[config.mk]
export PLATFORM = sky130hd
export DESIGN_NAME = tccw_ctrl
export DESIGN_NICKNAME = d
export VERILOG_FILES = /design/src/sv/tccw_pkg.sv /design/src/sv/tccw_ctrl.sv
export SDC_FILE = /design/constraint.sdc
export NUM_CORES = 1
export LEC_CHECK = 0
export ABC_AREA = 1
export BUFFER_PORTS_ARGS = -buffer_cell sky130_fd_sc_hd__clkbuf_2
export CAP_MARGIN = 10
export CORE_AREA = 2 2 39 41
export CTS_BUF_LIST = sky130_fd_sc_hd__clkbuf_16
export CTS_CLUSTER_DIAMETER = 50
export DETAILED_ROUTE_END_ITERATION = 8
export DIE_AREA = 0 0 41 43
export SYNTH_ARGS = -nofsm -noshare
export SYNTH_HDL_FRONTEND = slang
export SYNTH_SLANG_ARGS = --single-unit
[constraint.sdc]
create_clock -name clk -period 1.37 [get_ports clk]
set_input_delay 0.137 -clock clk [delete_from_list [all_inputs] [get_ports clk]]
set_output_delay 0.137 -clock clk [all_outputs]
set_load 0.05 [all_outputs]
[src/sv/tccw_pkg.sv]
// Shared constants and control types for the text console cell writer.
package tccw_pkg;

	localparam int ROW_CELLS  = 80;
	localparam int LINE_LIMIT = 55;
	localparam int CELL_SPACE = 8192;
	localparam int MAX_DIGITS = 10;

	localparam int CMD_W  = 2;
	localparam int CHAR_W = 8;
	localparam int NUM_W  = 31;
	localparam int COL_W  = 4;
	localparam int ADDR_W = 13;
	localparam int CELL_W = 16;
	localparam int CUR_W  = 14;
	localparam int LINE_W = 6;
	localparam int DIG_W  = 4;
	localparam int IDX_W  = $clog2(MAX_DIGITS);
	localparam int BIT_W  = $clog2(NUM_W);

	localparam logic [CMD_W-1:0] CMD_CHAR    = 2'd0;
	localparam logic [CMD_W-1:0] CMD_NEWLINE = 2'd1;
	localparam logic [CMD_W-1:0] CMD_DECIMAL = 2'd2;
	localparam logic [CMD_W-1:0] CMD_INIT    = 2'd3;

	localparam logic [CHAR_W-1:0] CHAR_ZERO = 8'h30;
	localparam logic [CHAR_W-1:0] CHAR_NUL  = 8'h00;

	typedef struct packed {
		logic load;
		logic conv;
		logic top;
		logic emit;
	} tccw_ctl_t;

	typedef struct packed {
		logic [CMD_W-1:0] cmd;
		logic             conv_done;
		logic             dig_last;
		logic             out_free;
	} tccw_sts_t;

endpackage

[src/sv/tccw_ctrl.sv]
// Sequencer: accept, binary-to-BCD conversion, digit search, result emission.
module tccw_ctrl
	import tccw_pkg::*;
(
	input  logic             clk,
	input  logic             arst_n,
	input  logic             in_valid,
	input  logic [CMD_W-1:0] in_cmd,
	input  tccw_sts_t        sts,
	output logic             in_ready,
	output tccw_ctl_t        ctl
);

	localparam logic [1:0] ST_IDLE = 2'd0;
	localparam logic [1:0] ST_CONV = 2'd1;
	localparam logic [1:0] ST_TOP  = 2'd2;
	localparam logic [1:0] ST_EMIT = 2'd3;

	logic [1:0] state_q;
	logic [1:0] state_n;

	always_comb begin
		ctl      = '0;
		in_ready = 1'b0;
		state_n  = state_q;
		case (state_q)
			ST_IDLE: begin
				in_ready = 1'b1;
				if (in_valid) begin
					ctl.load = 1'b1;
					state_n  = (in_cmd == CMD_DECIMAL) ? ST_CONV : ST_EMIT;
				end
			end
			ST_CONV: begin
				ctl.conv = 1'b1;
				if (sts.conv_done)
					state_n = ST_TOP;
			end
			ST_TOP: begin
				ctl.top = 1'b1;
				state_n = ST_EMIT;
			end
			ST_EMIT: begin
				if (sts.out_free) begin
					ctl.emit = 1'b1;
					if (sts.cmd != CMD_DECIMAL || sts.dig_last)
						state_n = ST_IDLE;
				end
			end
			default: state_n = ST_IDLE;
		endcase
	end

	always_ff @(posedge clk or negedge arst_n) begin
		if (!arst_n)
			state_q <= ST_IDLE;
		else
			state_q <= state_n;
	end

endmodule

==> flow_summary.yaml, run 1 <==
status:
  status: "complete, no violations"
die:
  fp.dieArea_um2: 1763
  core_um2: 1384
  ios: 15
  die_x_um: 41
  row_count: 14
  die_h_um: 43
  initial_core_util_pct: 17.90
cts:
  cts_tree: "yes"
  clock_path_buffers: 2
  cts_root_buf: "clkbuf_16"
  clkTransAtPathRegs_ns: 0.03
  htreeDepth: 1
  cts_inserted_buffers: 3
  cts.sinks: 2
  clk_latency_ns: 0.22
route:
  wl_per_cell_um: 7.173
  dr.pass1.iters: 2
  drc: 0
  final_antenna_net_count: 0
  wirelength_um: 538
  dr_total_vias: 281
  drt_iter0_drc: 2
  via_per_inst: 3.747
worst_setup_path:
  path_cells: "ha_1 -> nand2_1 -> inv_1 -> clkbuf_4"
  path_max_fanout: 4
  worst_setup_path_start_kind: "flip-flop"
  slowest_stage: "dfrtp_1"
  cp.required_ns: 1.23
  critPathKind: "reg2out"
  cp_slowest_stage_delay_ns: 0.41
  worst_setup_path_end_kind: "output pin"
  cp.arrival_ns: 1.18
  r2r_cells: 5
placement:
  dpl.hpwl_um: 469.4
  gp_congestion: 0.7581
  portBuffers: 14
  dpl.cell_count: 71
cells_and_area:
  final_common_cell: "nand2_1"
  antennaDiodeCount: 0
  fin_nets: 75
  layout_common_cells: "nand2_1 (15), inv_1 (11), clkbuf_2 (10), nand3_1 (3), clkbuf_16 (3)"
  fill_cells: 150
  largestRegisters: "state_q: 2 flops"
  fin_util_pct: 32.73
  largest_reg_flops: 2
  drive_gt1_share_pct: 37.29
  syn_to_final_growth_pct: 82.83
  stdcell_count: 75
  top_register: "state_q"
flow_run:
  max_cap_viol_count: 0
yosys:
  synth-seq-cells: 2
  yosys_warnings: 0
  synth_top_area_share_pct: 22.73
  syn_inst: 41
  synth_area_per_cell_um2: 6.042
  synth_cell_types: 9
  syn_area_um2: 247.7
  synth_nets: 55
  synth.area.top_cells: "nand2_1 (23%), dfrtp_1 (20%), ha_1 (20%)"
  yosysTopAreaCell: "nand2_1"
  yosysSeqAreaShare_pct: 20.20
power:
  p_leak_nw: 0.2860
  power_density_nw_per_um2: 2828
  finalPower_mw: 1.281
  ir_drop_uv: 1066
sta:
  clock_skew_ns: 0.00001853
  finalCriticalPeriod_ns: 1.317
  max_slew_margin_pct: 81.76
  setup_viol: 0
  finalHoldViolCount: 0
  maxSlewViolCount: 0
  timing.final.crit_share_pct: 96.11
  grt_setup_unrepaired: "yes"
  tightest_slew_ns: 0.2747
  fmax_mhz: 759.5
global_route:
  track_usage_pct: 8.434
  gr-total-overflow: 0
  antenna_found_initial: 0
  grt_pass1_wl_um: 952
  grt_pass1_vias: 279
  grt_max_degree: 7
hold_path:
  hp-class: "in2async"
path summary, 6_finish.rpt:
path	to	slack [ns]	start
hold reg to reg	state_q[1]	0.55	state_q[1]
setup reg to reg	state_q[0]	0.22	state_q[0]
max in group asynchronous	state_q[0]	1.04	arst_n
setup / recovery	ctl[0]	0.05	state_q[0]
min in group clk	state_q[1]	0.29	sts[0]
hold / removal	state_q[1]	0.24	arst_n
critical path: cells and delay by family, from the launching register on:
kind | cells | cell delay [ns]
DFF | 1 | 0.41
adders and majority gates | 1 | 0.25
buffers and inverters | 2 | 0.23
and+or+nand+nor | 1 | 0.07
power breakdown:
group / internal, mW / switching, mW
Sequential: 0.0932 / 0.0381
Clock: 0.371 / 0.0606
Combinational: 0.251 / 0.467
Total: 0.715 / 0.566
per-layer routing:
layer / GRT usage (%) / vias to the layer above / wire length (um)
li1: - / 154 / -
met1: 8.360 / 121 / 217
met2: 12.50 / 6 / 298
met3: 4.712 / 0 / 22
met4: 6.000 / 0 / 0
met5: 0 / - / 0
cell usage after synthesis:
cell type	n
nand2_1	15
dfrtp_1	2
or2_1	1
nand4_1	1
ha_1	4
nand3_1	3
inv_1	13
nand3_2	1
o21ai_0	1
per-stage QoR:
step                TNS [ns]  area [um2]  hold WS, ns  worst slack (ns)
finish                     0       452.9       0.2367           0.05333
global route        -0.01027       452.9       0.2608          -0.01027
global placement           0       342.8     -0.07533            0.1780
floorplan           -0.01403       252.7      -0.1586          -0.01403
CTS                        0       449.2       0.2352           0.01182
detailed placement         0       342.8     -0.07498            0.1426
logic make-up after synthesis:
| logic type | share of synthesized area (%) |
|---|---|
| AND/OR/NAND/NOR | 37.88 |
| buffers and inverters | 19.70 |
| adder cells (fa/ha/maj) | 20.20 |
| AO/OA/AOI/OAI | 2.018 |
| flip-flops | 20.20 |
layout make-up:
cell class / count / area (um2) / area share (%)
multi-input cells: 26 / 163.9 / 36.19
flip-flops and latches: 2 / 50.05 / 11.05
well taps: 16 / 20.02 / 4.420
inverters: 13 / 48.80 / 10.77
repair buffers: 15 / 95.09 / 20.99
clock buffers: 3 / 75.07 / 16.57
repair_timing:
action,4_1_cts,5_1_grt
pin swaps,0,1
resized for setup,4,6
endpoints found under the setup margin,2,4
setup buffers,0,0
hold endpoints to repair,2,0
hold buffers,1,0
Power figures use the tool's default switching activity.
==> run 2: changes to the inputs <==
==> constraint.sdc (replaced) <==
create_clock -name clk -period 1.37 [get_ports clk]
set_input_delay 0.3425 -clock clk [delete_from_list [all_inputs] [get_ports clk]]
set_output_delay 0.3425 -clock clk [all_outputs]
set_load 0.05 [all_outputs]
==> run 2 against run 1 <==
Compared with the run above:
- the run now ends with negative setup slack left
- highest routed layer unchanged
- critical path depth rose by 1
- global-route usage rose by 0.60 points
- fmax fell by 9.8%
- largest power group unchanged
- clock power barely moved
- critical endpoint unchanged
==> flow_summary.yaml, run 2 (synthesized netlist as in run 1, its figures left out) <==
cells_and_area:
  final_common_cell: "nand2_1"
  multiInputGateArea_um2: 198.9
  fin_nets: 80
  fill_cells: 149
  largestRegisters: "state_q: 2 flops"
  fin_area_um2: 581.8
  antennaDiodeCount: 0
  fin_util_pct: 42.04
  syn_to_final_growth_pct: 134.8
  regArea_um2: 50.05
  top_register: "state_q"
  largest_reg_flops: 2
  layout_common_cells: "nand2_1 (13), clkbuf_2 (9), inv_1 (8)"
  drive_gt1_share_pct: 53.13
sta:
  timing.final.crit_share_pct: 106.5
  max_slew_margin_pct: 87.91
  tightest_slew_ns: 0.1795
  finalHoldViolCount: 0
  setup_viol: 4
  clock_skew_ns: 0.00001232
  maxSlewViolCount: 0
  whs_ns: 0.4496
  fmax_mhz: 685.2
  finalCriticalPeriod_ns: 1.460
  grt_setup_unrepaired: "yes"
  final.setup.worst_slack_ns: -0.08953
die:
  die_h_um: 43
  core_um2: 1384
  row_count: 14
  ios: 15
  initial_core_util_pct: 17.90
  die_x_um: 41
  fp.dieArea_um2: 1763
worst_setup_path:
  cp.arrival_ns: 1.12
  worst_setup_path_start_kind: "flip-flop"
  critPathKind: "reg2out"
  cp.required_ns: 1.03
  worst_setup_path_end_kind: "output pin"
  path_max_fanout: 3
cts:
  cts_inserted_buffers: 3
  cts_root_buf: "clkbuf_16"
  htreeDepth: 1
  cts.sinks: 2
  cts_tree: "yes"
  clock_path_buffers: 2
  clk_latency_ns: 0.22
  clkTransAtPathRegs_ns: 0.03
global_route:
  grt_pass1_wl_um: 1069
  antenna_found_initial: 0
  grt_max_degree: 7
  track_usage_pct: 9.036
  gr-total-overflow: 0
  grt_pass1_vias: 289
power:
  p_leak_nw: 0.3233
  power_density_nw_per_um2: 2811
  finalPower_mw: 1.636
  ir_drop_uv: 1097
flow_run:
  max_cap_viol_count: 0
hold_path:
  hp-class: "in2async"
route:
  wirelength_um: 608
  dr.pass1.iters: 2
  drt_iter0_drc: 1
  via_per_inst: 3.813
  final_antenna_net_count: 0
  drc: 0
  wl_per_cell_um: 7.600
  dr_total_vias: 305
placement:
  place_area_um2: 386.6
  gp_congestion: 0.7878
  portBuffers: 14
  dpl.hpwl_um: 485.8
  pre_cts_ws_ns: -0.01773
status:
  status: "finished, violations left"
  violations: "negative setup slack"
run 2: cell count changes in the layout (fill, tap and decap cells not counted), sizes merged:
cell	before	now
inv	13	12
buf	2	9
clkbuf	15	13
clkinvlp	0	1
run 2: layout make-up:
| cell class | instances | area share (%) |
|---|---|---|
| clock buffers | 3 | 12.90 |
| inverters | 13 | 9.032 |
| multi-input cells | 26 | 34.19 |
| flip-flops and latches | 2 | 8.602 |
| well taps | 16 | 3.441 |
| repair buffers | 20 | 31.83 |
run 2: report_power, final:
group          internal [mW]  switching [mW]  total [mW]
Clock                  0.371          0.0605       0.431
Sequential            0.0934          0.0247       0.118
Combinational          0.512           0.574        1.09
run 2: per-layer routing:
metal,track usage [%],up-vias,part of all wire [%]
li1,-,165,-
met1,10.61,134,41
met2,14.06,6,56
met3,1.571,0,3.1
met4,6.000,0,0
met5,0,-,0
run 2: critical path: stages, from the launching register on:
cell and delay (ns):
dfrtp_1 0.38, buf_6 0.14, ha_4 0.15, nand2_2 0.05, inv_2 0.04, buf_8 0.14
run 2: repair_timing:
| action | 4_1_cts | 5_1_grt |
|---|---|---|
| hold buffers | 1 | 0 |
| buffers inserted | 0 | 1 |
| gates resized for setup | 21 | 8 |
| setup endpoints to repair | 5 | 7 |
| pin swaps | 0 | 1 |
| endpoints found under the hold margin | 2 | 0 |
run 2: stage by stage:
| stage | setup TNS, ns | cells |
|---|---|---|
| after floorplan | -0.05401 | 41 |
| after global placement | 0 | 75 |
| after detailed placement | -0.01773 | 75 |
| after CTS | -0.4504 | 79 |
| after global routing | -0.4605 | 80 |
| final | -0.2762 | 80 |
run 2: worst paths after layout:
path | from | end | slack [ns] | cells past startpoint
max | state_q[1] | ctl[0] | -0.09 | 5
min reg2reg | state_q[1] | state_q[1] | 0.63 | 3
min | arst_n | state_q[0] | 0.45 | 2
max reg2reg | state_q[1] | state_q[0] | 0.10 | 9
min in group clk | sts[4] | state_q[1] | 0.52 | 5
max in group asynchronous | arst_n | state_q[1] | 0.82 | 2
==> run 3: changes to the inputs <==
--- a/config.mk
+++ b/config.mk
@@ -13,6 +13,8 @@
 export CTS_CLUSTER_DIAMETER = 50
 export DETAILED_ROUTE_END_ITERATION = 8
 export DIE_AREA = 0 0 41 43
+export RECOVER_POWER = 50
+export SLEW_MARGIN = 10
 export SYNTH_ARGS = -nofsm -noshare
 export SYNTH_HDL_FRONTEND = slang
 export SYNTH_SLANG_ARGS = --single-unit
==> run 3 against run 2 <==
Compared with the run above:
- sequential power hardly changed
- clock skew hardly changed
- the run still ends with negative setup slack left
- combinational power hardly changed
- routed wire length is 0.16% higher
- highest routed layer unchanged
- sequential share of layout area hardly changed
- critical path type unchanged
- non-clock buffer count stayed put
==> flow_summary.yaml, run 3 (synthesized netlist as in run 1, its figures left out) <==
cells_and_area:
  largest_reg_flops: 2
  antennaDiodeCount: 0
  final_common_cell: "nand2_1"
  fin_nets: 80
  multiInputGateArea_um2: 198.9
  drive_gt1_share_pct: 51.56
  largestRegisters: "state_q: 2 flops"
  regArea_um2: 50.05
  fill_cells: 149
  syn_to_final_growth_pct: 134.3
  layout_common_cells: "nand2_1 (13), inv_1 (8), clkbuf_2 (8)"
  top_register: "state_q"
sta:
  final.setup.worst_slack_ns: -0.08955
  whs_ns: 0.4483
  maxSlewViolCount: 0
  clock_skew_ns: 0.000001776
  setup_viol: 4
  fmax_mhz: 685.1
  tightest_slew_ns: 0.1795
  finalHoldViolCount: 0
  timing.final.crit_share_pct: 106.5
  max_slew_margin_pct: 87.91
  finalCriticalPeriod_ns: 1.460
  grt_setup_unrepaired: "yes"
route:
  wirelength_um: 609
  wl_per_cell_um: 7.613
  drc: 0
  via_per_inst: 3.813
  final_antenna_net_count: 0
  drt_iter0_drc: 1
  dr_total_vias: 305
  dr.pass1.iters: 2
global_route:
  grt_pass1_vias: 289
  track_usage_pct: 9.036
  grt_max_degree: 7
  antenna_found_initial: 0
  gr-total-overflow: 0
  grt_pass1_wl_um: 1069
worst_setup_path:
  cp.arrival_ns: 1.12
  cp_top_family: "flip-flops"
  slowest_stage: "dfrtp_1"
  cp_slowest_stage_delay_ns: 0.38
  critPathKind: "reg2out"
  cp.required_ns: 1.03
  worst_setup_path_end_kind: "output pin"
  path_cells: "buf_6 -> ha_4 -> nand2_2 -> inv_2 -> buf_8"
  crit_buf_inv: 3
  path_max_fanout: 3
  worst_setup_path_start_kind: "flip-flop"
power:
  finalPower_mw: 1.635
  ir_drop_uv: 1095
  p_leak_nw: 0.3203
  power_density_nw_per_um2: 2817
cts:
  clk_latency_ns: 0.22
  cts_inserted_buffers: 3
  cts_tree: "yes"
  cts.sinks: 2
  clock_path_buffers: 2
  cts_root_buf: "clkbuf_16"
  clkTransAtPathRegs_ns: 0.03
  htreeDepth: 1
die:
  core_um2: 1384
  die_x_um: 41
  row_count: 14
  initial_core_util_pct: 17.90
  ios: 15
  die_h_um: 43
  fp.dieArea_um2: 1763
hold_path:
  hp-class: "in2async"
placement:
  gp_congestion: 0.7878
  dpl.hpwl_um: 485.8
  portBuffers: 14
status:
  status: "finished, violations left"
  violations: "negative setup slack"
flow_run:
  max_cap_viol_count: 0
==> run 3: cell counts in the layout (fill, tap and decap cells not counted) <==
Identical to the previous run, type by type.
==> run 3: worst paths after layout <==
| path | start | endpoint | slack (ns) | cells after the start |
|---|---|---|---|---|
| min in group clk | sts[4] | state_q[1] | 0.52 | 5 |
| worst min register to register | state_q[1] | state_q[1] | 0.63 | 3 |
| worst max-delay path | state_q[1] | ctl[0] | -0.09 | 5 |
| worst min-delay path | arst_n | state_q[0] | 0.45 | 2 |
| worst max register to register | state_q[1] | state_q[0] | 0.10 | 9 |
| max in group asynchronous | arst_n | state_q[1] | 0.79 | 2 |
==> run 3: layout make-up <==
| cell class | instances | area share, % |
|---|---|---|
| repair buffers | 20 | 31.68 |
| inverters | 13 | 9.052 |
| multi-input cells | 26 | 34.27 |
| flip-flops and latches | 2 | 8.621 |
| well taps | 16 | 3.448 |
| clock buffers | 3 | 12.93 |
==> run 3: timing repair <==
| item | in CTS | in global routing |
|---|---|---|
| setup endpoints to repair | 5 | 7 |
| endpoints found under the hold margin | 2 | 0 |
| pin swaps | 0 | 1 |
| hold buffers | 1 | 0 |
| gates resized for setup | 21 | 8 |
| setup buffers | 0 | 1 |
==> run 3: per-layer routing <==
| layer | wire (um) | part of all wire (%) | GRT usage [%] |
|---|---|---|---|
| met1 | 247 | 41 | 10.61 |
| met2 | 341 | 56 | 14.06 |
| met3 | 19 | 3.1 | 1.571 |
| met4 | 0 | 0 | 6.000 |
| met5 | 0 | 0 | 0 |
==> run 3: worst register-to-register path: cells and delay by family (launching register included) <==
family | cells | cell delay, ns
DFF | 1 | 0.38
buffers and inverters | 3 | 0.32
and+or+nand+nor | 5 | 0.30
adders and majority gates | 1 | 0.15
==> run 3: power breakdown <==
group / internal [mW] / switching [mW] / leakage [nW] / total, mW
clock: 0.371 / 0.0606 / 0.0370 / 0.431
sequential: 0.0934 / 0.0247 / 0.0241 / 0.118
combinational: 0.512 / 0.574 / 0.259 / 1.09
total: 0.976 / 0.660 / 0.320 / 1.64
==> run 3: through the flow <==
step	worst slack, ns	util (%)	std cells	area, um2	setup TNS [ns]
3_5_place_dp	-0.01773	27.94	75	386.6	-0.01773
5_1_grt	-0.1299	41.95	80	580.6	-0.4605
4_1_cts	-0.1149	40.33	79	558.0	-0.4504
2_1_floorplan	-0.05401	-	41	266.5	-0.05401
6_report	-0.08955	41.95	80	580.6	-0.2763
3_3_place_gp	0.001521	27.94	75	386.6	0
