File: config.mk
export PLATFORM = sky130hd
export DESIGN_NAME = tccw_dp
export DESIGN_NICKNAME = d
export VERILOG_FILES = /design/src/sv/tccw_pkg.sv /design/src/sv/tccw_dp.sv
export SDC_FILE = /design/constraint.sdc
export NUM_CORES = 1
export LEC_CHECK = 0
export BUFFER_PORTS_ARGS = -buffer_cell sky130_fd_sc_hd__buf_2
export CAP_MARGIN = 10
export CORE_ASPECT_RATIO = 1.25
export CORE_MARGIN = 1.5
export CORE_UTILIZATION = 60
export CTS_BUF_LIST = sky130_fd_sc_hd__clkbuf_2
export DETAILED_ROUTE_END_ITERATION = 6
export GPL_TIMING_DRIVEN = 0
export PLACE_DENSITY_LB_ADDON = 0.05
export SYNTH_ARGS = -nofsm -noshare
export SYNTH_HDL_FRONTEND = slang
export SYNTH_SLANG_ARGS = --single-unit
File: constraint.sdc
create_clock -name clk -period 8.3 [get_ports clk]
set_input_delay 0.83 -clock clk [delete_from_list [all_inputs] [get_ports clk]]
set_output_delay 0.83 -clock clk [all_outputs]
set_load 0.02 [all_outputs]
File: src/sv/tccw_pkg.sv
// Shared constants and control types for the text console cell writer.
package tccw_pkg;

	localparam int ROW_CELLS  = 80;
	localparam int LINE_LIMIT = 55;
	localparam int CELL_SPACE = 8192;
	localparam int MAX_DIGITS = 10;

	localparam int CMD_W  = 2;
	localparam int CHAR_W = 8;
	localparam int NUM_W  = 31;
	localparam int COL_W  = 4;
	localparam int ADDR_W = 13;
	localparam int CELL_W = 16;
	localparam int CUR_W  = 14;
	localparam int LINE_W = 6;
	localparam int DIG_W  = 4;
	localparam int IDX_W  = $clog2(MAX_DIGITS);
	localparam int BIT_W  = $clog2(NUM_W);

	localparam logic [CMD_W-1:0] CMD_CHAR    = 2'd0;
	localparam logic [CMD_W-1:0] CMD_NEWLINE = 2'd1;
	localparam logic [CMD_W-1:0] CMD_DECIMAL = 2'd2;
	localparam logic [CMD_W-1:0] CMD_INIT    = 2'd3;

	localparam logic [CHAR_W-1:0] CHAR_ZERO = 8'h30;
	localparam logic [CHAR_W-1:0] CHAR_NUL  = 8'h00;

	typedef struct packed {
		logic load;
		logic conv;
		logic top;
		logic emit;
	} tccw_ctl_t;

	typedef struct packed {
		logic [CMD_W-1:0] cmd;
		logic             conv_done;
		logic             dig_last;
		logic             out_free;
	} tccw_sts_t;

endpackage

File: src/sv/tccw_dp.sv
// Datapath: cursor and line state, double-dabble digit register, output register.
module tccw_dp
	import tccw_pkg::*;
(
	input  logic              clk,
	input  logic              arst_n,
	input  tccw_ctl_t         ctl,
	output tccw_sts_t         sts,
	input  logic [CMD_W-1:0]  in_cmd,
	input  logic [CHAR_W-1:0] in_char,
	input  logic [NUM_W-1:0]  in_number,
	input  logic [COL_W-1:0]  in_fg,
	input  logic [COL_W-1:0]  in_bg,
	input  logic              out_ready,
	output logic              out_valid,
	output logic              out_write_valid,
	output logic [ADDR_W-1:0] out_address,
	output logic [CELL_W-1:0] out_value,
	output logic              out_clear,
	output logic              out_oor,
	output logic              out_last
);

	logic [CUR_W-1:0]  cursor_q;
	logic [LINE_W-1:0] next_line_q;
	logic [CMD_W-1:0]  cmd_q;
	logic [CHAR_W-1:0] char_q;
	logic [COL_W-1:0]  fg_q;
	logic [COL_W-1:0]  bg_q;
	logic [NUM_W-1:0]  num_q;
	logic [MAX_DIGITS-1:0][DIG_W-1:0] bcd_q;
	logic [BIT_W-1:0]  bit_cnt_q;
	logic [IDX_W-1:0]  dig_idx_q;

	logic              ov_q, wv_q, clr_q, oor_q, last_q;
	logic [ADDR_W-1:0] addr_q;
	logic [CELL_W-1:0] val_q;

	logic [MAX_DIGITS-1:0][DIG_W-1:0] adj;
	logic [MAX_DIGITS*DIG_W-1:0] adj_flat;
	logic [IDX_W-1:0]  top_idx;
	logic              out_free;

	// result of the current emission
	logic              r_wv, r_clr, r_oor, r_last;
	logic [ADDR_W-1:0] r_addr;
	logic [CELL_W-1:0] r_val;
	logic [CUR_W-1:0]  cursor_n;
	logic [LINE_W-1:0] next_line_n;
	logic [CHAR_W-1:0] ch;
	logic [CELL_W-1:0] fill;
	logic [LINE_W-1:0] nl_eff;
	logic [CUR_W:0]    pos;

	// add-3 correction on every BCD digit before the shift
	always_comb begin
		for (int i = 0; i < MAX_DIGITS; i++)
			adj[i] = (bcd_q[i] >= DIG_W'(5)) ? bcd_q[i] + DIG_W'(3) : bcd_q[i];
		adj_flat = adj;
	end

	// most significant nonzero digit, 0 when the number is zero
	always_comb begin
		top_idx = '0;
		for (int i = 0; i < MAX_DIGITS; i++)
			if (bcd_q[i] != '0)
				top_idx = IDX_W'(i);
	end

	assign out_free = !ov_q || out_ready;

	always_comb begin
		fill        = {bg_q, fg_q, CHAR_NUL};
		ch          = (cmd_q == CMD_CHAR) ? char_q : (CHAR_ZERO | CHAR_W'(bcd_q[dig_idx_q]));
		r_wv        = 1'b0;
		r_addr      = '0;
		r_val       = '0;
		r_clr       = 1'b0;
		r_oor       = 1'b0;
		r_last      = 1'b1;
		cursor_n    = cursor_q;
		next_line_n = next_line_q;
		nl_eff      = next_line_q;
		pos         = '0;
		case (cmd_q)
			CMD_CHAR, CMD_DECIMAL: begin
				if (cmd_q == CMD_DECIMAL)
					r_last = (dig_idx_q == '0);
				if (cursor_q < CUR_W'(CELL_SPACE)) begin
					r_wv     = 1'b1;
					r_addr   = cursor_q[ADDR_W-1:0];
					r_val    = {bg_q, fg_q, ch};
					cursor_n = cursor_q + 1'b1;
				end else begin
					r_oor    = 1'b1;
					cursor_n = CUR_W'(CELL_SPACE);
				end
			end
			CMD_NEWLINE: begin
				if (next_line_q >= LINE_W'(LINE_LIMIT)) begin
					nl_eff = '0;
					r_clr  = 1'b1;
					r_val  = fill;
				end
				pos         = (CUR_W+1)'(ROW_CELLS) * (CUR_W+1)'(nl_eff);
				cursor_n    = (pos > (CUR_W+1)'(CELL_SPACE)) ? CUR_W'(CELL_SPACE)
				                                             : pos[CUR_W-1:0];
				next_line_n = nl_eff + 1'b1;
			end
			default: begin
				r_clr       = 1'b1;
				r_val       = fill;
				cursor_n    = '0;
				next_line_n = LINE_W'(1);
			end
		endcase
	end

	always_ff @(posedge clk or negedge arst_n) begin
		if (!arst_n) begin
			cursor_q    <= '0;
			next_line_q <= LINE_W'(1);
			ov_q        <= 1'b0;
		end else begin
			if (ctl.emit) begin
				cursor_q    <= cursor_n;
				next_line_q <= next_line_n;
			end
			if (ctl.emit)
				ov_q <= 1'b1;
			else if (out_ready)
				ov_q <= 1'b0;
		end
	end

	always_ff @(posedge clk) begin
		if (ctl.load) begin
			cmd_q     <= in_cmd;
			char_q    <= in_char;
			fg_q      <= in_fg;
			bg_q      <= in_bg;
			num_q     <= in_number;
			bcd_q     <= '0;
			bit_cnt_q <= BIT_W'(NUM_W - 1);
		end
		if (ctl.conv) begin
			bcd_q     <= {adj_flat[MAX_DIGITS*DIG_W-2:0], num_q[NUM_W-1]};
			num_q     <= {num_q[NUM_W-2:0], 1'b0};
			bit_cnt_q <= bit_cnt_q - 1'b1;
		end
		if (ctl.top)
			dig_idx_q <= top_idx;
		else if (ctl.emit && cmd_q == CMD_DECIMAL && dig_idx_q != '0)
			dig_idx_q <= dig_idx_q - 1'b1;
		if (ctl.emit) begin
			wv_q   <= r_wv;
			addr_q <= r_addr;
			val_q  <= r_val;
			clr_q  <= r_clr;
			oor_q  <= r_oor;
			last_q <= r_last;
		end
	end

	assign sts.cmd       = cmd_q;
	assign sts.conv_done = (bit_cnt_q == '0);
	assign sts.dig_last  = (dig_idx_q == '0);
	assign sts.out_free  = out_free;

	assign out_valid       = ov_q;
	assign out_write_valid = wv_q;
	assign out_address     = addr_q;
	assign out_value       = val_q;
	assign out_clear       = clr_q;
	assign out_oor         = oor_q;
	assign out_last        = last_q;

endmodule

==> impl_metrics.env, run 1 <==
export IMPL_run_status="completed"
export IMPL_cts_path_max_buffers=2
export IMPL_initialDrtViolationCount=317
export IMPL_netlist_area_um2=7750
export IMPL_fp_dieArea_um2=13610
export IMPL_synth_top_area_share=0.5037
export IMPL_final_instance_count_excl_fill=936
export IMPL_via_count=5310
export IMPL_antenna_cells=0
export IMPL_setup_slack_of_the_worst_register_to_register_path_ns=5.34
export IMPL_post_synth_fa_ha_maj_area_fraction=0.05102
export IMPL_netlist_cell_type_count=60
export IMPL_final_min_clock_period_ns=3.081
export IMPL_fin_total_pwr_mw=1.850
export IMPL_synth_top_cells_by_area="sky130_fd_sc_hd__edfxtp_1 (50%), sky130_fd_sc_hd__dfrtp_1 (6.5%), sky130_fd_sc_hd__ha_1 (4.8%)"
export IMPL_rows=46
export IMPL_tritoncts_clock_tree="yes"
export IMPL_cp_required_ns=7.47
export IMPL_grt_max_degree=66
export IMPL_dpl_instance_area_um2=8456
export IMPL_timing_final_hold_violations=0
export IMPL_layout_cell_area_non_filler_um2=8713
export IMPL_fin_crit_sh=0.3712
export IMPL_dp_cells=903
export IMPL_switching_power_mw=0.5966
export IMPL_fin_setup_tns_ns=0
export IMPL_cellLeakagePower_nw=3.578
export IMPL_drc=0
export IMPL_seqPwrFrac=0.549
export IMPL_clock_network_fraction_of_total_power=0.226
export IMPL_count_of_flip_flops_with_a_built_in_enable_after_synthesis=130
export IMPL_portBuffers=93
export IMPL_clock_insertion_delay_worst_skew_ns=0.71
export IMPL_globalRouteTotalUtil=0.2293
export IMPL_num_nets_final=842
export IMPL_hold_depth=1
export IMPL_worst_slew_pin_transition_ns=0.7416
export IMPL_place_congestion=0.8956
export IMPL_yosysSeqAreaShare=0.5743
export IMPL_grt_first_pass_wirelength_um=24310
export IMPL_post_cts_buffers=0
export IMPL_hpwl_after_dpl_um=11080
export IMPL_share_of_post_route_cells_with_drive_strength_above_1=0.2070
export IMPL_area_used_by_multi_input_combinational_logic_um2=3032
export IMPL_synth_compound_area_share=0.1246
export IMPL_comb_power_share=0.226
export IMPL_vias_per_cell=5.673
export IMPL_start_util=0.6121
export IMPL_yosys_register_bits=152
export IMPL_unrepaired_setup_endpoints_after_global_routing="no"
export IMPL_grt_overflow=0
export IMPL_crit_arrival_ns=2.25
export IMPL_top_level_ports=95
export IMPL_nFillCells=982
export IMPL_final_setup_skew_ns=0.04199
export IMPL_clock_fmax_ghz=0.3246
export IMPL_cts_sink_count=152
export IMPL_ant_nets=0
export IMPL_dr_pass1_iters=6
export IMPL_floorplan_die_width_um=104.7
export IMPL_power_density_nw_per_um2=212.3
export IMPL_netlist_instances=641
export IMPL_clockRootBuffer="sky130_fd_sc_hd__clkbuf_2"
export IMPL_setup_violations_final=0
export IMPL_vdd_ir_drop_worst_mv=0.1286
export IMPL_synth_largest_area_cell="sky130_fd_sc_hd__edfxtp_1"
export IMPL_crit_reg2reg_launch="next_line_q[0]"
export IMPL_timing_hold_worst_endpoint="bg_q[2]"
export IMPL_wire_per_inst_um=16.36
export IMPL_first_global_vias=5116
export IMPL_synthesis_nets=728
export IMPL_tritoncts_num_buffers=17
export IMPL_cap_viol_max_count=0
export IMPL_r2r_worst_path_cells=12
export IMPL_report_final_slew_viol_count=0
export IMPL_ctsHtreeMaxLevel=4
export IMPL_netSwitchingFraction=0.3225
export IMPL_fin_hold_ws_ns=0.2693
export IMPL_timing_slew_headroom=0.5056
export IMPL_post_synth_and_or_nand_nor_area_fraction=0.1489
export IMPL_clk_pin_slew_ns=0.26
export IMPL_design_core_area_um2=12660
export IMPL_async_reset_ff_frac=0.1382
export IMPL_element_type_at_the_critical_path_start="flip-flop"
export IMPL_synth_yosys_warnings=0
export IMPL_register_cell_area_after_layout_um2=4451
export IMPL_critical_path_class="reg2out"
export IMPL_synthTopCellsByCount="sky130_fd_sc_hd__edfxtp_1 (130), sky130_fd_sc_hd__nand2_1 (72), sky130_fd_sc_hd__and2_1 (44)"
export IMPL_rr_endpoint="cursor_q[11]"
export IMPL_syn_area_per_cell_um2=12.09
export IMPL_synthMuxAreaShare=0.03245
export IMPL_endpoint_kind_of_the_worst_setup_timing_path="primary output"
export IMPL_antenna_found_initial=0
export IMPL_yosysMostFrequentCell="sky130_fd_sc_hd__edfxtp_1"
export IMPL_synth_xor_area_share=0.03390
export IMPL_ys_flop_type="sky130_fd_sc_hd__edfxtp_1"
export IMPL_min_delay_start="in_bg[2]"
export IMPL_cellInternalPower_mw=1.253
export IMPL_areaGrowthSynthToFinish_pct=12.43
export IMPL_die_height_um=130.1
export IMPL_wl_um=15310
export IMPL_largest_family_of_logic_cells_by_synthesized_area="simple AND/OR/NAND/NOR gates"
export IMPL_hold_path_class="in2reg"
export IMPL_worstPathMaxFanout=10
==> routing by layer <==
metal	track usage	wire length [um]	up-vias
li1	-	-	2565
met2	0.4060	7867	158
met5	0	0	-
met4	0.1072	445	0
met3	0.05095	810	35
met1	0.2687	6189	2552
==> cell type report <==
type                    instances  share of cell area
plain buffers                  31             0.01852
clock buffers                  18             0.01034
clock inverters                14             0.01809
inverters                      29             0.01249
multi-input cells             429              0.3479
flip-flops and latches        152              0.5108
well taps                     168             0.02412
repair buffers                 95             0.05773
==> layout by cell type, fill, tap and decap left out, types with 12 or more instances in the layout <==
cell and count:
sky130_fd_sc_hd__nor3b_1 21, sky130_fd_sc_hd__ha_1 30, sky130_fd_sc_hd__xnor2_1 18, sky130_fd_sc_hd__dfrtp_1 20, sky130_fd_sc_hd__o21ai_0 28, sky130_fd_sc_hd__xor2_1 12, sky130_fd_sc_hd__inv_1 28, sky130_fd_sc_hd__and2_1 44
sky130_fd_sc_hd__nor2_1 29, sky130_fd_sc_hd__clkbuf_1 16, sky130_fd_sc_hd__nand2b_1 13, sky130_fd_sc_hd__nand2_1 72, sky130_fd_sc_hd__a22o_1 29, sky130_fd_sc_hd__buf_2 104, sky130_fd_sc_hd__edfxtp_1 130, sky130_fd_sc_hd__a21oi_1 23
sky130_fd_sc_hd__clkbuf_2 18
==> power by group through the flow <==
stage / clock (mW) / combinational, mW / sequential [mW]
global placement: 0 / 0.398 / 1.03
global route: 0.462 / 0.468 / 1.03
floorplan: 0 / 0.293 / 1.03
CTS: 0.428 / 0.420 / 1.01
detailed placement: 0 / 0.417 / 1.03
finish: 0.417 / 0.418 / 1.01
==> how the worst max path moves through the flow <==
stage | start | to | slack (ns)
after floorplan | next_line_q[0] | cursor_q[11] | 5.57
after global placement | ctl[2] | bcd_q[32] | 5.05
after detailed placement | next_line_q[0] | cursor_q[11] | 5.31
after CTS | dig_idx_q[0] | sts[1] | 5.17
after global routing | dig_idx_q[0] | sts[1] | 5.06
final | dig_idx_q[0] | sts[1] | 5.22
==> repair_timing <==
action / CTS / global route
gates resized for setup: 0 / 0
hold buffers: 0 / 1
endpoints found under the hold margin: 0 / 5
==> cells by family (layout without fill, tap and decap cells) <==
kind of cell / count (synthesis) / count (layout)
AND/OR/NAND/NOR: 216 / 216
flip-flops: 152 / 152
AO/OA/AOI/OAI: 138 / 138
buffers and inverters: 60 / 187
adder cells (fa/ha/maj): 31 / 31
XOR/XNOR: 30 / 30
multiplexers: 14 / 14
==> critical path, cell delays in order (launching register included) <==
cell	delay [ns]
sky130_fd_sc_hd__edfxtp_1	0.43
sky130_fd_sc_hd__buf_6	0.15
sky130_fd_sc_hd__buf_12	0.14
sky130_fd_sc_hd__inv_1	0.07
sky130_fd_sc_hd__ha_1	0.18
sky130_fd_sc_hd__nor3b_1	0.36
sky130_fd_sc_hd__buf_2	0.24
==> per-stage QoR <==
| step | setup slack (ns) | util |
|---|---|---|
| global placement | 5.050 | 0.6654 |
| finish | 5.219 | 0.6881 |
| floorplan | 5.574 | - |
| CTS | 5.166 | 0.6874 |
| global route | 5.056 | 0.6881 |
| detailed placement | 5.313 | 0.6678 |
==> flip-flops by register name, indices dropped and copies added, names as in the netlist, 5 cells and up <==
| register | flops |
|---|---|
| char_q | 8 |
| bcd_q | 40 |
| next_line_q | 6 |
| bit_cnt_q | 5 |
| num_q | 31 |
| cursor_q | 14 |
| out_value | 16 |
| out_address | 13 |
(Power assumes the default switching activity.)
==> run 2: changes to the inputs <==
Settings changed: CORE_UTILIZATION 60 to 55.
Clock period 8.3 ns to 2.51 ns, I/O delays scaled along.
==> impl_metrics.env, run 2 (synthesis results as in run 1) <==
export IMPL_final_instance_count_excl_fill=1004
export IMPL_nFillCells=1089
export IMPL_wire_per_inst_um=17.04
export IMPL_dpl_instance_area_um2=8494
export IMPL_min_delay_start="ctl[0]"
export IMPL_final_common_cell="sky130_fd_sc_hd__edfxtp_1"
export IMPL_timing_hold_worst_endpoint="out_address[1]"
export IMPL_r2r_worst_path_cells=12
export IMPL_clock_fmax_ghz=0.3943
export IMPL_hpwl_after_dpl_um=11440
export IMPL_tritoncts_clock_tree="yes"
export IMPL_register_cell_area_after_layout_um2=4451
export IMPL_place_congestion=0.8564
export IMPL_vias_per_cell=5.580
export IMPL_clk_pin_slew_ns=0.21
export IMPL_power_density_nw_per_um2=669.2
export IMPL_worstPathMaxFanout=6
export IMPL_via_count=5602
export IMPL_grt_max_degree=45
export IMPL_die_height_um=135.7
export IMPL_dp_cells=910
export IMPL_globalRouteTotalUtil=0.2379
export IMPL_clockRootBuffer="sky130_fd_sc_hd__clkbuf_2"
export IMPL_antenna_found_initial=1
export IMPL_rows=48
export IMPL_element_type_at_the_critical_path_start="flip-flop"
export IMPL_worstSetupStartpoint="next_line_q[2]"
export IMPL_regMostFlops="bcd_q"
export IMPL_wl_um=17110
export IMPL_design_core_area_um2=13810
export IMPL_final_worst_setup_slack_ns=-0.02582
export IMPL_unrepaired_setup_endpoints_after_global_routing="yes"
export IMPL_share_of_post_route_cells_with_drive_strength_above_1=0.2101
export IMPL_area_used_by_multi_input_combinational_logic_um2=3131
export IMPL_run_status="finished with violations"
export IMPL_setup_slack_of_the_worst_register_to_register_path_ns=-0.03
export IMPL_initialDrtViolationCount=315
export IMPL_vdd_ir_drop_worst_mv=0.3741
export IMPL_final_min_clock_period_ns=2.536
export IMPL_cts_sink_count=152
export IMPL_violations="setup timing"
export IMPL_timing_slew_headroom=0.3009
export IMPL_num_nets_final=902
export IMPL_cellLeakagePower_nw=3.839
export IMPL_hold_depth=1
export IMPL_fp_dieArea_um2=14820
export IMPL_start_util=0.5611
export IMPL_ant_nets=0
export IMPL_crit_reg2reg_launch="next_line_q[2]"
export IMPL_setup_violations_final=1
export IMPL_clock_insertion_delay_worst_skew_ns=0.75
export IMPL_fin_crit_sh=1.010
export IMPL_grt_first_pass_wirelength_um=26490
export IMPL_ctsHtreeMaxLevel=4
export IMPL_dr_pass1_iters=7
export IMPL_drc=0
export IMPL_hold_path_class="in2reg"
export IMPL_cts_path_max_buffers=2
export IMPL_timing_final_hold_violations=0
export IMPL_critical_path_class="reg2reg"
export IMPL_endpoint_kind_of_the_worst_setup_timing_path="flip-flop"
export IMPL_first_global_vias=5501
export IMPL_final_setup_skew_ns=0.02502
export IMPL_cp_required_ns=3.15
export IMPL_worst_slew_pin_transition_ns=1.045
export IMPL_floorplan_die_width_um=109.2
export IMPL_fin_total_pwr_mw=6.284
export IMPL_largest_reg_flops=40
export IMPL_report_final_slew_viol_count=0
export IMPL_grt_overflow=0
export IMPL_crit_arrival_ns=3.18
export IMPL_areaGrowthSynthToFinish_pct=21.17
export IMPL_rr_endpoint="cursor_q[11]"
export IMPL_portBuffers=93
export IMPL_cap_viol_max_count=0
export IMPL_layout_cell_area_non_filler_um2=9390
export IMPL_tritoncts_num_buffers=17
export IMPL_final_cell_mix="sky130_fd_sc_hd__edfxtp_1 (130), sky130_fd_sc_hd__buf_2 (101), sky130_fd_sc_hd__nand2_1 (71)"
export IMPL_top_level_ports=95
==> run 2: what timing repair did <==
action	in CTS	in global routing
setup endpoints to repair	4	6
endpoints found under the hold margin	93	0
pin swaps	5	10
resized for setup	7	12
hold buffers	55	0
setup buffers	2	5
==> run 2: worst max path at each step <==
stage / end / slack (ns)
floorplan: cursor_q[11] / 0.04
global placement: bcd_q[32] / -0.19
detailed placement: cursor_q[11] / -0.16
CTS: cursor_q[11] / -0.08
global route: cursor_q[11] / -0.12
finish: cursor_q[11] / -0.03
==> run 2: layer usage <==
metal  vias to the layer above  routed length, um  track usage  share of wire
li1                       2692                  -            -              -
met1                      2714               6815       0.2796           0.40
met2                       163               9099       0.4233           0.53
met3                        33                800      0.04810          0.047
met4                         0                397      0.09235          0.023
met5                         -                  0            0              0
==> run 2: cell type report <==
cell class              instances  share of cell area
flip-flops and latches        152              0.4740
plain buffers                  30             0.01799
multi-input cells             429              0.3334
repair buffers                156              0.1159
clock buffers                  18            0.009594
well taps                     175             0.02332
diodes                          1           0.0002665
inverters                      29             0.01159
clock inverters                14             0.01399
==> run 2: stage by stage <==
step           hold slack, ns  worst slack, ns    util   TNS, ns
5_1_grt                0.1097          -0.1197  0.6798   -0.1464
3_3_place_gp           0.2528          -0.1922  0.6133    -14.01
3_5_place_dp           0.2534          -0.1619  0.6149   -0.2611
2_1_floorplan        -0.04459          0.03910       -         0
4_1_cts                0.1029         -0.08048  0.6736  -0.09305
6_report               0.1295         -0.02582  0.6798  -0.02582
==> run 2: report_power, final <==
group	switching (mW)	leakage [nW]	internal, mW
clock network	0.886	0.134	0.447
logic	0.805	2.06	0.773
registers	0.268	1.64	3.11
==> run 2: worst max-delay path, cell delays in order, from the launching register on <==
cell and delay [ns]:
sky130_fd_sc_hd__dfrtp_1 0.41, sky130_fd_sc_hd__buf_6 0.12, sky130_fd_sc_hd__a31o_4 0.25, sky130_fd_sc_hd__nand2_4 0.09
sky130_fd_sc_hd__and2_4 0.16, sky130_fd_sc_hd__ha_4 0.20, sky130_fd_sc_hd__ha_4 0.16, sky130_fd_sc_hd__fa_2 0.36
sky130_fd_sc_hd__a21o_1 0.20, sky130_fd_sc_hd__a21oi_2 0.13, sky130_fd_sc_hd__xnor2_1 0.08, sky130_fd_sc_hd__a22oi_1 0.18
sky130_fd_sc_hd__nand3_1 0.10
==> run 3: changes to the inputs <==
--- a/config.mk
+++ b/config.mk
@@ -11,3 +11,3 @@
 export CORE_MARGIN = 1.5
-export CORE_UTILIZATION = 55
+export CORE_UTILIZATION = 60
 export CTS_BUF_LIST = sky130_fd_sc_hd__clkbuf_2
==> constraint.sdc (replaced) <==
create_clock -name clk -period 2.6 [get_ports clk]
set_input_delay 0.26 -clock clk [delete_from_list [all_inputs] [get_ports clk]]
set_output_delay 0.26 -clock clk [all_outputs]
set_load 0.05 [all_outputs]
==> impl_metrics.env, run 3 (synthesis results as in run 1) <==
export IMPL_cellLeakagePower_nw=3.816
export IMPL_dpl_instance_area_um2=8466
export IMPL_clk_pin_slew_ns=0.23
export IMPL_min_delay_start="ctl[0]"
export IMPL_worst_slew_pin_transition_ns=1.021
export IMPL_cts_path_max_buffers=2
export IMPL_cap_viol_max_count=0
export IMPL_clock_insertion_delay_worst_skew_ns=0.72
export IMPL_cp_required_ns=3.20
export IMPL_worstPathMaxFanout=9
export IMPL_start_util=0.6121
export IMPL_timing_slew_headroom=0.3169
export IMPL_wire_per_inst_um=17.24
export IMPL_report_final_slew_viol_count=0
export IMPL_use_met1=0.2851
export IMPL_setup_violations_final=0
export IMPL_floorplan_die_width_um=104.7
export IMPL_hold_path_class="in2reg"
export IMPL_final_cell_mix="sky130_fd_sc_hd__edfxtp_1 (130), sky130_fd_sc_hd__buf_2 (100), sky130_fd_sc_hd__nand2_1 (71)"
export IMPL_final_instance_count_excl_fill=993
export IMPL_fin_setup_tns_ns=0
export IMPL_share_of_post_route_cells_with_drive_strength_above_1=0.2100
export IMPL_die_height_um=130.1
export IMPL_fp_dieArea_um2=13610
export IMPL_final_setup_skew_ns=0.02803
export IMPL_first_global_vias=5625
export IMPL_detailedPlace_worstSlack_ns=-0.3160
export IMPL_grt_use_met2=0.4764
export IMPL_nFillCells=872
export IMPL_largest_reg_flops=40
export IMPL_vdd_ir_drop_worst_mv=0.4325
export IMPL_portBuffers=93
export IMPL_hpwl_after_dpl_um=11350
export IMPL_drc=0
export IMPL_ctsHtreeMaxLevel=4
export IMPL_timing_final_hold_violations=0
export IMPL_hold_depth=1
export IMPL_setup_slack_of_the_worst_register_to_register_path_ns=0.02
export IMPL_crit_arrival_ns=3.18
export IMPL_design_core_area_um2=12660
export IMPL_run_status="completed"
export IMPL_num_nets_final=898
export IMPL_met3_demand_to_capacity_share_in_global_routing=0.05544
export IMPL_unrepaired_setup_endpoints_after_global_routing="yes"
export IMPL_wl_um=17120
export IMPL_crit_reg2reg_launch="next_line_q[4]"
export IMPL_r2r_worst_path_cells=11
export IMPL_globalRouteTotalUtil=0.2585
export IMPL_element_type_at_the_critical_path_start="flip-flop"
export IMPL_areaGrowthSynthToFinish_pct=20.41
export IMPL_final_common_cell="sky130_fd_sc_hd__edfxtp_1"
export IMPL_top_level_ports=95
export IMPL_antenna_found_initial=1
export IMPL_clockRootBuffer="sky130_fd_sc_hd__clkbuf_2"
export IMPL_final_worst_setup_slack_ns=0.02247
export IMPL_regMostFlops="bcd_q"
export IMPL_rr_endpoint="cursor_q[11]"
export IMPL_clock_fmax_ghz=0.3880
export IMPL_area_used_by_multi_input_combinational_logic_um2=3090
export IMPL_final_min_clock_period_ns=2.578
export IMPL_tritoncts_num_buffers=17
export IMPL_layout_cell_area_non_filler_um2=9331
export IMPL_critical_path_class="reg2reg"
export IMPL_via_count=5615
export IMPL_globalRoute_busiestLayer="met2"
export IMPL_rows=46
export IMPL_dp_cells=903
export IMPL_fin_total_pwr_mw=6.159
export IMPL_power_density_nw_per_um2=660.0
export IMPL_timing_hold_worst_endpoint="out_address[12]"
export IMPL_grt_first_pass_wirelength_um=26790
export IMPL_register_cell_area_after_layout_um2=4453
export IMPL_place_congestion=0.9297
export IMPL_dr_pass1_iters=5
export IMPL_endpoint_kind_of_the_worst_setup_timing_path="flip-flop"
export IMPL_vias_per_cell=5.655
export IMPL_ant_nets=0
export IMPL_fin_crit_sh=0.9914
export IMPL_grt_overflow=0
export IMPL_grt_max_degree=61
export IMPL_initialDrtViolationCount=283
export IMPL_tritoncts_clock_tree="yes"
export IMPL_cts_sink_count=152
## run 3: cell types whose count changed in the layout (fill, tap and decap cells not counted), sizes merged
cell      change
buf           -4
clkinvlp      +2
clkbuf        -1
inv           +2
clkinv        -3
## run 3: worst max path at each step
| stage | from | endpoint | cells past startpoint |
|---|---|---|---|
| 4_1_cts | dig_idx_q[0] | sts[1] | 6 |
| 6_report | next_line_q[4] | cursor_q[11] | 11 |
| 3_3_place_gp | next_line_q[0] | cursor_q[11] | 12 |
| 5_1_grt | next_line_q[4] | cursor_q[11] | 11 |
| 2_1_floorplan | next_line_q[0] | cursor_q[11] | 12 |
| 3_5_place_dp | next_line_q[0] | cursor_q[11] | 12 |
## run 3: worst max-delay path, stage by stage (launching register included)
cell	delay, ns
sky130_fd_sc_hd__dfrtp_1	0.42
sky130_fd_sc_hd__buf_4	0.16
sky130_fd_sc_hd__and2_4	0.19
sky130_fd_sc_hd__nor2b_2	0.19
sky130_fd_sc_hd__ha_4	0.23
sky130_fd_sc_hd__ha_2	0.19
sky130_fd_sc_hd__fa_2	0.38
sky130_fd_sc_hd__a21o_1	0.20
sky130_fd_sc_hd__a21oi_2	0.13
sky130_fd_sc_hd__xnor2_1	0.09
sky130_fd_sc_hd__a22oi_1	0.18
sky130_fd_sc_hd__nand3_1	0.09
## run 3: per-layer routing
| metal | vias to the layer above | part of all wire |
|---|---|---|
| li1 | 2684 | - |
| met5 | - | 0 |
| met4 | 0 | 0.027 |
| met3 | 41 | 0.043 |
| met2 | 173 | 0.54 |
| met1 | 2717 | 0.39 |
## run 3: per-stage QoR
stage	util	hold slack, ns
floorplan	-	-0.03559
global placement	0.6662	0.2628
detailed placement	0.6686	0.2564
CTS	0.7351	0.05985
global route	0.7370	0.08080
finish	0.7370	0.1191
## run 3: final cells by class
cell class,count,share of cell area
flip-flops and latches,152,0.4772
multi-input cells,429,0.3312
repair buffers,153,0.1153
well taps,168,0.02253
plain buffers,29,0.01649
clock inverters,15,0.01622
inverters,29,0.01167
clock buffers,17,0.009118
diodes,1,0.0002682
## run 3: power by group
group          total (mW)  internal (mW)  switching [mW]
sequential           3.26           3.00           0.258
combinational        1.57          0.696           0.875
clock                1.33          0.441           0.888
## run 3: what timing repair did
action / CTS / global route
setup endpoints to repair: 4 / 4
resized for setup: 10 / 7
pin swaps: 9 / 0
hold endpoints to repair: 93 / 0
setup buffers: 4 / 0
hold buffers: 55 / 0
gates cloned: 0 / 0
